--- src/design/ctc_pkg.sv ---
// Package for the connection table: sizes, operation and status codes,
// request, response, row and cell control types. No dependencies.

package ctc_pkg;

	localparam int ENTRIES = 16;
	localparam int IDX_W   = $clog2(ENTRIES);
	localparam int CNT_W   = 5;

	localparam logic [1:0] MODE_INSERT = 2'd0;
	localparam logic [1:0] MODE_REMOVE = 2'd1;
	localparam logic [1:0] MODE_LOOKUP = 2'd2;
	localparam logic [1:0] MODE_LIST   = 2'd3;

	localparam logic [1:0] STAT_OK        = 2'd0;
	localparam logic [1:0] STAT_FULL      = 2'd1;
	localparam logic [1:0] STAT_NOT_FOUND = 2'd2;
	localparam logic [1:0] STAT_EMPTY     = 2'd3;

	typedef struct packed {
		logic [1:0]       mode;
		logic [15:0]      conn_key;
		logic [31:0]      ip_addr;
		logic [15:0]      port_num;
		logic [CNT_W-1:0] list_limit;
	} ctc_req_t;

	typedef struct packed {
		logic [1:0]       status;
		logic [31:0]      found_ip;
		logic [15:0]      found_port;
		logic [15:0]      listed_key;
		logic [CNT_W-1:0] entry_count;
		logic             last;
	} ctc_rsp_t;

	typedef struct packed {
		logic [15:0] key;
		logic [31:0] ip;
		logic [15:0] port;
	} ctc_row_t;

	typedef struct packed {
		logic live;
		logic capture;
		logic write;
		logic shift;
		logic load_list;
		logic shift_list;
	} ctc_cell_ctl_t;

endpackage

--- src/design/ctc_cell.sv ---
// One row cell of the connection table: holds a row, compares its key,
// takes its upper neighbor's row on removal, and shifts list keys down.
// Depends on ctc_pkg.

module ctc_cell
	import ctc_pkg::*;
(
	input  logic          clk,
	input  ctc_cell_ctl_t ctl,
	input  ctc_row_t      wr_data,
	input  ctc_row_t      nbr_row,
	input  logic [15:0]   nbr_list,
	input  logic [15:0]   probe_key,
	output ctc_row_t      row,
	output logic [15:0]   list_key,
	output logic          match
);

	ctc_row_t    row_q;
	logic [15:0] list_q;
	logic        match_s1;

	always_ff @(posedge clk) begin
		if (ctl.write) begin
			row_q <= wr_data;
		end else if (ctl.shift) begin
			row_q <= nbr_row;
		end
		if (ctl.load_list) begin
			list_q <= row_q.key;
		end else if (ctl.shift_list) begin
			list_q <= nbr_list;
		end
		if (ctl.capture) begin
			match_s1 <= ctl.live && (row_q.key == probe_key);
		end
	end

	assign row      = row_q;
	assign list_key = list_q;
	assign match    = match_s1;

endmodule

--- src/design/connection_table_cam.sv ---
// Connection table top level: control sequencer over a chain of ctc_cell rows.
// Insert, remove and lookup run a key compare, then the first-match act;
// list returns n keys, one key per cycle out of the cell chain.
// A new transaction is taken in the cycle its last result is shown.
// Reset clears the row count and sequencer; row contents stay undefined.
// Results are shown for one cycle with done; the receiver cannot stall.

module connection_table_cam
	import ctc_pkg::*;
(
	input  logic     clk,
	input  logic     arst_n,
	input  logic     start,
	output logic     busy,
	input  ctc_req_t req,
	output logic     done,
	output ctc_rsp_t rsp
);

	typedef enum logic [1:0] {
		ST_IDLE,
		ST_EXEC,
		ST_LIST
	} state_t;

	state_t           state_q;
	ctc_req_t         cmd_q;
	ctc_rsp_t         rsp_q;
	logic             done_q;
	logic [CNT_W-1:0] count_q;
	logic [CNT_W-1:0] rem_q;

	ctc_cell_ctl_t    ctl      [ENTRIES];
	ctc_row_t         rows     [ENTRIES];
	ctc_row_t         nbr_rows [ENTRIES];
	logic [15:0]      lkeys    [ENTRIES];
	logic [15:0]      nbr_keys [ENTRIES];
	logic [ENTRIES-1:0] match;

	logic             accept;
	logic             hit;
	logic [IDX_W-1:0] idx;
	logic [CNT_W-1:0] list_n;
	logic             exec;
	ctc_row_t         wr_row;
	ctc_rsp_t         exec_rsp;
	logic [CNT_W-1:0] next_count;
	logic             list_go;
	logic             list_end;

	assign busy     = (state_q != ST_IDLE);
	assign accept   = start && !busy;
	assign exec     = (state_q == ST_EXEC);
	assign list_n   = (cmd_q.list_limit < count_q) ? cmd_q.list_limit : count_q;
	assign list_end = (rem_q == CNT_W'(1));
	assign wr_row = '{key: cmd_q.conn_key, ip: cmd_q.ip_addr, port: cmd_q.port_num};

	always_comb begin
		hit = 1'b0;
		idx = '0;
		for (int i = ENTRIES - 1; i >= 0; i--) begin
			if (match[i]) begin
				hit = 1'b1;
				idx = IDX_W'(i);
			end
		end
	end

	always_comb begin
		exec_rsp      = '0;
		exec_rsp.last = 1'b1;
		next_count    = count_q;
		list_go       = 1'b0;
		unique case (cmd_q.mode)
			MODE_INSERT: begin
				if (count_q >= CNT_W'(ENTRIES)) begin
					exec_rsp.status = STAT_FULL;
				end else begin
					exec_rsp.status = STAT_OK;
					next_count      = count_q + CNT_W'(1);
				end
			end
			MODE_REMOVE: begin
				if (hit) begin
					exec_rsp.status = STAT_OK;
					next_count      = count_q - CNT_W'(1);
				end else begin
					exec_rsp.status = STAT_NOT_FOUND;
				end
			end
			MODE_LOOKUP: begin
				if (hit) begin
					exec_rsp.status     = STAT_OK;
					exec_rsp.found_ip   = rows[idx].ip;
					exec_rsp.found_port = rows[idx].port;
				end else begin
					exec_rsp.status = STAT_NOT_FOUND;
				end
			end
			default: begin
				if (list_n == '0) begin
					exec_rsp.status = STAT_EMPTY;
				end else begin
					list_go = 1'b1;
				end
			end
		endcase
		exec_rsp.entry_count = next_count;
	end

	for (genvar g = 0; g < ENTRIES; g++) begin : g_cell
		always_comb begin
			ctl[g].live       = CNT_W'(g) < count_q;
			ctl[g].capture    = accept;
			ctl[g].write      = exec && (cmd_q.mode == MODE_INSERT) && (count_q == CNT_W'(g));
			ctl[g].shift      = exec && (cmd_q.mode == MODE_REMOVE) && hit
				&& (IDX_W'(g) >= idx);
			ctl[g].load_list  = exec && (cmd_q.mode == MODE_LIST);
			ctl[g].shift_list = (state_q == ST_LIST);
		end

		if (g == ENTRIES - 1) begin : g_end
			assign nbr_rows[g] = rows[g];
			assign nbr_keys[g] = '0;
		end else begin : g_mid
			assign nbr_rows[g] = rows[g+1];
			assign nbr_keys[g] = lkeys[g+1];
		end

		ctc_cell u_cell (
			.clk       (clk),
			.ctl       (ctl[g]),
			.wr_data   (wr_row),
			.nbr_row   (nbr_rows[g]),
			.nbr_list  (nbr_keys[g]),
			.probe_key (req.conn_key),
			.row       (rows[g]),
			.list_key  (lkeys[g]),
			.match     (match[g])
		);
	end

	always_ff @(posedge clk or negedge arst_n) begin
		if (!arst_n) begin
			state_q <= ST_IDLE;
			cmd_q   <= '0;
			rsp_q   <= '0;
			done_q  <= 1'b0;
			count_q <= '0;
			rem_q   <= '0;
		end else begin
			unique case (state_q)
				ST_IDLE: begin
					done_q <= 1'b0;
					if (start) begin
						cmd_q   <= req;
						state_q <= ST_EXEC;
					end
				end
				ST_EXEC: begin
					rsp_q   <= exec_rsp;
					done_q  <= !list_go;
					count_q <= next_count;
					rem_q   <= list_n;
					state_q <= list_go ? ST_LIST : ST_IDLE;
				end
				ST_LIST: begin
					rsp_q <= '{status: STAT_OK, found_ip: '0, found_port: '0,
						listed_key: lkeys[0], entry_count: count_q, last: list_end};
					done_q  <= 1'b1;
					rem_q   <= rem_q - CNT_W'(1);
					state_q <= list_end ? ST_IDLE : ST_LIST;
				end
				default: begin
					done_q  <= 1'b0;
					state_q <= ST_IDLE;
				end
			endcase
		end
	end

	assign done = done_q;
	assign rsp  = rsp_q;

endmodule

--- config.mk ---
export PLATFORM = sky130hd
export DESIGN_NAME = connection_table_cam
export DESIGN_NICKNAME = d
export VERILOG_FILES = /design/src/design/ctc_pkg.sv /design/src/design/ctc_cell.sv /design/src/design/connection_table_cam.sv
export SDC_FILE = /design/constraint.sdc
export NUM_CORES = 2
export LEC_CHECK = 0
export ABC_AREA = 1
export BUFFER_PORTS_ARGS = -buffer_cell sky130_fd_sc_hd__buf_2
export CORE_MARGIN = 2
export CORE_UTILIZATION = 45
export CTS_CLUSTER_DIAMETER = 30
export DETAILED_ROUTE_END_ITERATION = 8
export HOLD_SLACK_MARGIN = 0.08
export PLACE_DENSITY = 0.61
export SLEW_MARGIN = 20
export SYNTH_ARGS = -nofsm -noshare
export SYNTH_HDL_FRONTEND = slang
export SYNTH_SLANG_ARGS = --single-unit
--- constraint.sdc ---
create_clock -name clk -period 12.6 [get_ports clk]
set_input_delay 3.78 -clock clk [delete_from_list [all_inputs] [get_ports clk]]
set_output_delay 3.78 -clock clk [all_outputs]
set_load 0.02 [all_outputs]
# Yosys cells after proc, flatten, opt, wreduce, memory -nomap -nowiden
# Index checks and enable logic that the tools add are counted.
# totals
register_bits	1452
inputBits	74
# op_classes
n_addsub	3
magnitude_cmp	34
eq_ne	38
n_mux	116
bitwise	1
n_reduce_logical	79
# ops
cell	count
two-way mux 64 bit	30
two-way mux 16 bit	32
binary-select mux 64 bit (select 4 bit)	1
== test 16 bit	16
two-way mux 48 bit	4
one-hot mux 72 bit (2 select lines)	1
two-way mux 4 bit	16
logical AND 1 bit	52
== test 5 x 4 -> 1 bit (second input constant)	8
< comparator 4 x 5 -> 1 bit (first input constant)	8
nonzero test 2 bit	18
>= comparator 4 bit (first input constant)	7
== test 5 x 3 -> 1 bit (second input constant)	4
< comparator 3 x 5 -> 1 bit (first input constant)	4
one-hot mux 5 bit (2 select lines)	2
two-way mux 1 bit	19
>= comparator 3 x 4 -> 1 bit (first input constant)	4
two-way mux 5 bit	3
== test 5 x 1 -> 1 bit (second input constant)	2
== test 5 x 2 -> 1 bit (second input constant)	2
>= comparator 5 bit (second input constant)	2
logical NOT 5 bit	2
< comparator 1 x 5 -> 1 bit (first input constant)	2
< comparator 2 x 5 -> 1 bit (first input constant)	2
other kinds (18)	30

# Longest topological paths before layout
# logic_depth
depth_word	23
depth_mapped	25

# Modules after synthesis
# Synthesis repeated with hierarchy kept, for this count alone.
# unflattened
cells_unflattened	9274
area_unflattened_um2	75804.0
# modules_own_cells
module	n_inst	cells_each	area_each_um2
ctc_cell	16	407	3763.6
connection_table_cam	1	2762	15586.2

# Least setup slack after synthesis
# No wires, ideal clock.
# synth_timing
path_kind	register to register
startpoint	register state_q[1]
endpoint	register g_cell[0].u_cell.list_q[0], enable pin
t_arrival_ns	5.825
slack_ns	4.802
stages_incl_launch_ff	8
path_buffers	3
path_cell_list	dfrtp_1 > inv_1 > ha_1 > nand2_1 > clkbuf_1 > buf_1 > clkbuf_1 > nand2_1
# synth_between
elab_chain_len	3
elab_cells_between_ends	4
classes_between	eq/ne: 2; reduce/logical: 2
# synth_rtl
item	line_no	rtl
start: declaration	connection_table_cam.sv:26	state_t state_q;
start signal: assignment	connection_table_cam.sv:165	state_q <= list_go ? ST_LIST : ST_IDLE;
start signal: assignment	connection_table_cam.sv:172	state_q <= list_end ? ST_IDLE : ST_LIST;
== test 2 x 1 -> 1 bit	connection_table_cam.sv:53	assign exec = (state_q == ST_EXEC);
logical AND 1 bit	connection_table_cam.sv:118	ctl[g].load_list = exec && (cmd_q.mode == MODE_LIST);
nonzero test 2 bit (no source line) (*)	--	
end signal: assignment	ctc_cell.sv:30	list_q <= row_q.key;
end signal: assignment	ctc_cell.sv:32	list_q <= nbr_list;
end: declaration	ctc_cell.sv:20	logic [15:0] list_q;
# Every way passes the cells marked *; elsewhere a longest branch is shown, timed or not.
# A chain may end at the register's enable or synchronous reset.

# Final worst setup path
# layout_timing
startpoint	register state_q[1]
endpoint	output busy
# layout_between
elab_chain_len	1
# layout_rtl
item	line_no	rtl
nonzero test 2 bit	connection_table_cam.sv:51	assign busy = (state_q != ST_IDLE);
end: declaration	connection_table_cam.sv:14	output logic busy,
# Every way passes these cells.

==> out/qor.yml <==
status:
  status: "complete, no violations"
critical_path:
  cp-start-kind: "flop"
  r2r_start: "state_q[1]"
  crit_top_cell: "inv_1"
  worst-setup-path-type: "flop to output pin"
  cp_data_arrival_time_ns: 1.85
  cp.required_ns: 8.82
  regToRegSetupSlack_ns: 7.12
  reg2regPathDepth: 10
  worst_path_max_delay_cell: "dfrtp_1"
  end_kind: "output pin"
  path_cells: "inv_1, ha_2, inv_1, buf_2"
  timing.critical_path.from: "state_q[1]"
  path_max_fanout: 4
  critPathMaxStageDelay_ns: 0.39
grt:
  grt_use_total_pct: 31.0
  grt_overflow: 0
  grt_max_degree: 160
  antenna_found_initial: 14
  grt_first_pass_wirelength_um: 365000
  grt_pass1_vias: 55100
placed_design:
  port_buffers: 147
  finalWeightedCongestion: 0.949
  place_ws_ns: 6.62
  dp.final_hpwl_um: 140000
floorplan:
  fp.dieArea_um2: 160000
  initial_core_util_pct: 45.2
  die_x_um: 400
  rows: 145
  die_h_um: 400
  design.portCount: 148
  core_um2: 156000
synthesis:
  synth_top_family_by_area: "simple AND/OR/NAND/NOR gates"
  synth.area.mux_share_pct: 1.57
  synth_cell_types: 40
  synth_edf_count: 1296
  yosys-top-cells-area: "edfxtp_1 55%, nand2_1 12%, o21ai_0 8.6%"
  yosys_warnings: 0
  yosysTopAreaCell: "edfxtp_1"
  synth_xor_area_share_pct: 1.50
  synth_compound_area_share_pct: 10.6
  synth_flop_cell: "edfxtp_1"
  synth_common_cells: "2,166 x nand2_1, 1,296 x edfxtp_1, 1,206 x o21ai_0"
  synth_top_area_share_pct: 55.3
  synth-adder-area-share_pct: 0.373
  ys_seq_elements: 1452
  syn_inst: 7417
  synth_area_um2: 70400
  synthArstFlopShare_pct: 10.7
  synth_most_common_cell: "nand2_1"
  synth-simple-area-share_pct: 19.1
  synth_area_per_cell_um2: 9.49
  seq_area_frac_synth_pct: 60.8
  synthesis.nets: 7512
power_and_ir_drop:
  power.total_mw: 23.8
  internal_power_mw: 15.4
  p_comb_share_pct: 25.7
  swShare_pct: 35.3
  netSwitchingPower_mw: 8.41
  power.density_nw_per_um2: 282
  pwr-share-clk_pct: 38.8
  power_leakage_nw: 34.6
  seqPwrFrac_pct: 35.5
  ir_worst_vdd_mv: 0.233
clock_network:
  clk_path_buf_depth: 4
  htreeDepth: 5
  cts_sinks: 1452
  numCtsBuffers: 360
  cts_hold_buffers: 0
  cts_root_buffer: "clkbuf_16"
  clk_pin_slew_ns: 0.05
  ctsResizeCount: 0
  cts_tree: "yes"
  cts_setup_buffers: 0
  clock_latency_ns: 0.93
timing:
  fin_crit_ns: 5.63
  setup_viol: 0
  hold_violations: 0
  fmax_mhz: 178
  slew_headroom_pct: 5.45
  worst_slack_ns: 6.97
  setup_tns_ns: 0
  worst_pin_slew_ns: 1.42
  timing.hold.ws_ns: 0.445
  skew_ns: 0.0800
  timing.final.crit_share_pct: 44.7
  finalMaxSlewViolations: 0
  grt_setup_unrepaired: "false"
drt:
  wire_per_inst_um: 25.6
  wirelength_um: 251000
  drtIter0Drc: 7399
  drtAntennaViolNets: 0
  vias_per_cell: 5.88
  firstDrtPassIters: 9
  drc: 0
  vias: 57600
layout:
  multi_input_area_um2: 23600
  final_util_pct: 54.3
  final-seq-area_um2: 42800
  drive_gt1_share_pct: 12.5
  fillers: 13600
  fin_nets: 7542
  area_delta_synth_final_pct: 20.1
worst_hold_path:
  holdCritStartpoint: "cmd_q[28]"
  holdPathStages: 0
  min_path_type: "flop to flop"
run:
  max-cap-violations: 0
-- state kept, by name, indices dropped and copies added (netlist names) --
| signal | flops |
|---|---|
| state_q | 2 |
| cmd_q | 71 |
| done | 1 |
| g_cell.u_cell.match | 16 |
| rem_q | 5 |
| count_q | 5 |
| g_cell.u_cell.list_key | 256 |
| g_cell.u_cell.row | 1024 |
| rsp | 72 |
-- final cells by class --
type                       instances  share of cell area, %
sequential                      1452                   50.6
multi-input combinational       4878                   27.9
clock buffer                     452                   11.6
tap                             2058                   3.04
clock inverter                   195                   2.69
inverter                         512                   2.30
timing repair buffer             243                   1.79
antenna                            2                0.00592
-- final timing paths --
| kind | endpoint |
|---|---|
| setup / recovery | busy |
| hold reg to reg | g_cell[15].u_cell.row[23] |
| setup reg to reg | g_cell[14].u_cell.row[54] |
| min in group asynchronous | rsp[12] |
| max in group asynchronous | cmd_q[52] |
| hold / removal | g_cell[15].u_cell.row[23] |
-- stage by stage --
step	area, um2	instances
6_report	84600	9792
3_5_place_dp	72400	9142
2_1_floorplan	70400	7417
5_1_grt	84600	9790
3_3_place_gp	72400	9142
4_1_cts	84600	9789
-- kinds of logic (layout without fill, tap and decap cells) --
group           after synthesis  after routing
compound gates             1409           1409
xor+xnor                    121            121
fa+ha+maj                    21             21
buf+inv                    1087           1402
flops                      1452           1452
mux                          98             98
other cells                   0              2
simple gates               3229           3229
-- routing by layer --
metal / wire length [um] / track usage, %
met5: 44 / 0
met4: 9750 / 12.7
met3: 28300 / 6.04
met2: 114000 / 48.3
met1: 98200 / 42.4
-- worst max-delay path: cells and delay by family, from the launching register on --
family     cells  cell delay (ns)
fa+ha+maj      1             0.20
buf+inv        3             0.35
flops          1             0.39
-- layout by cell type, fill, tap and decap left out, types with 6 or more instances in the layout --
master	instances
nand2_4	10
dfrtp_1	156
inv_1	492
nor2_1	90
buf_4	92
nand2_1	2156
edfxtp_1	1296
clkbuf_8	37
clkinv_2	71
inv_2	6
xor2_1	76
o211ai_1	9
mux2_2	98
a21oi_1	35
nand3b_1	9
nor4_1	26
nand3_1	895
buf_2	146
o21ai_1	21
nor2_4	10
o221ai_1	11
nand4_1	9
a2111oi_0	6
clkbuf_16	366
clkinv_4	9
bufinv_16	47
xnor2_1	45
clkinv_1	36
o21bai_1	19
ha_1	20
clkinvlp_4	30
a221oi_1	45
clkbuf_1	49
o22ai_1	51
o21ai_0	1202
nand3_4	7
nor3_1	8
inv_6	12
-- power by group through the flow --
stage	logic, mW	clock network, mW	registers (mW)
after floorplan	3.76	0	8.36
after global placement	5.92	0	8.47
after detailed placement	5.99	0	8.49
after CTS	6.04	9.28	8.43
after global routing	6.67	9.53	8.58
final	6.13	9.24	8.46
(Power assumes the default switching activity.)
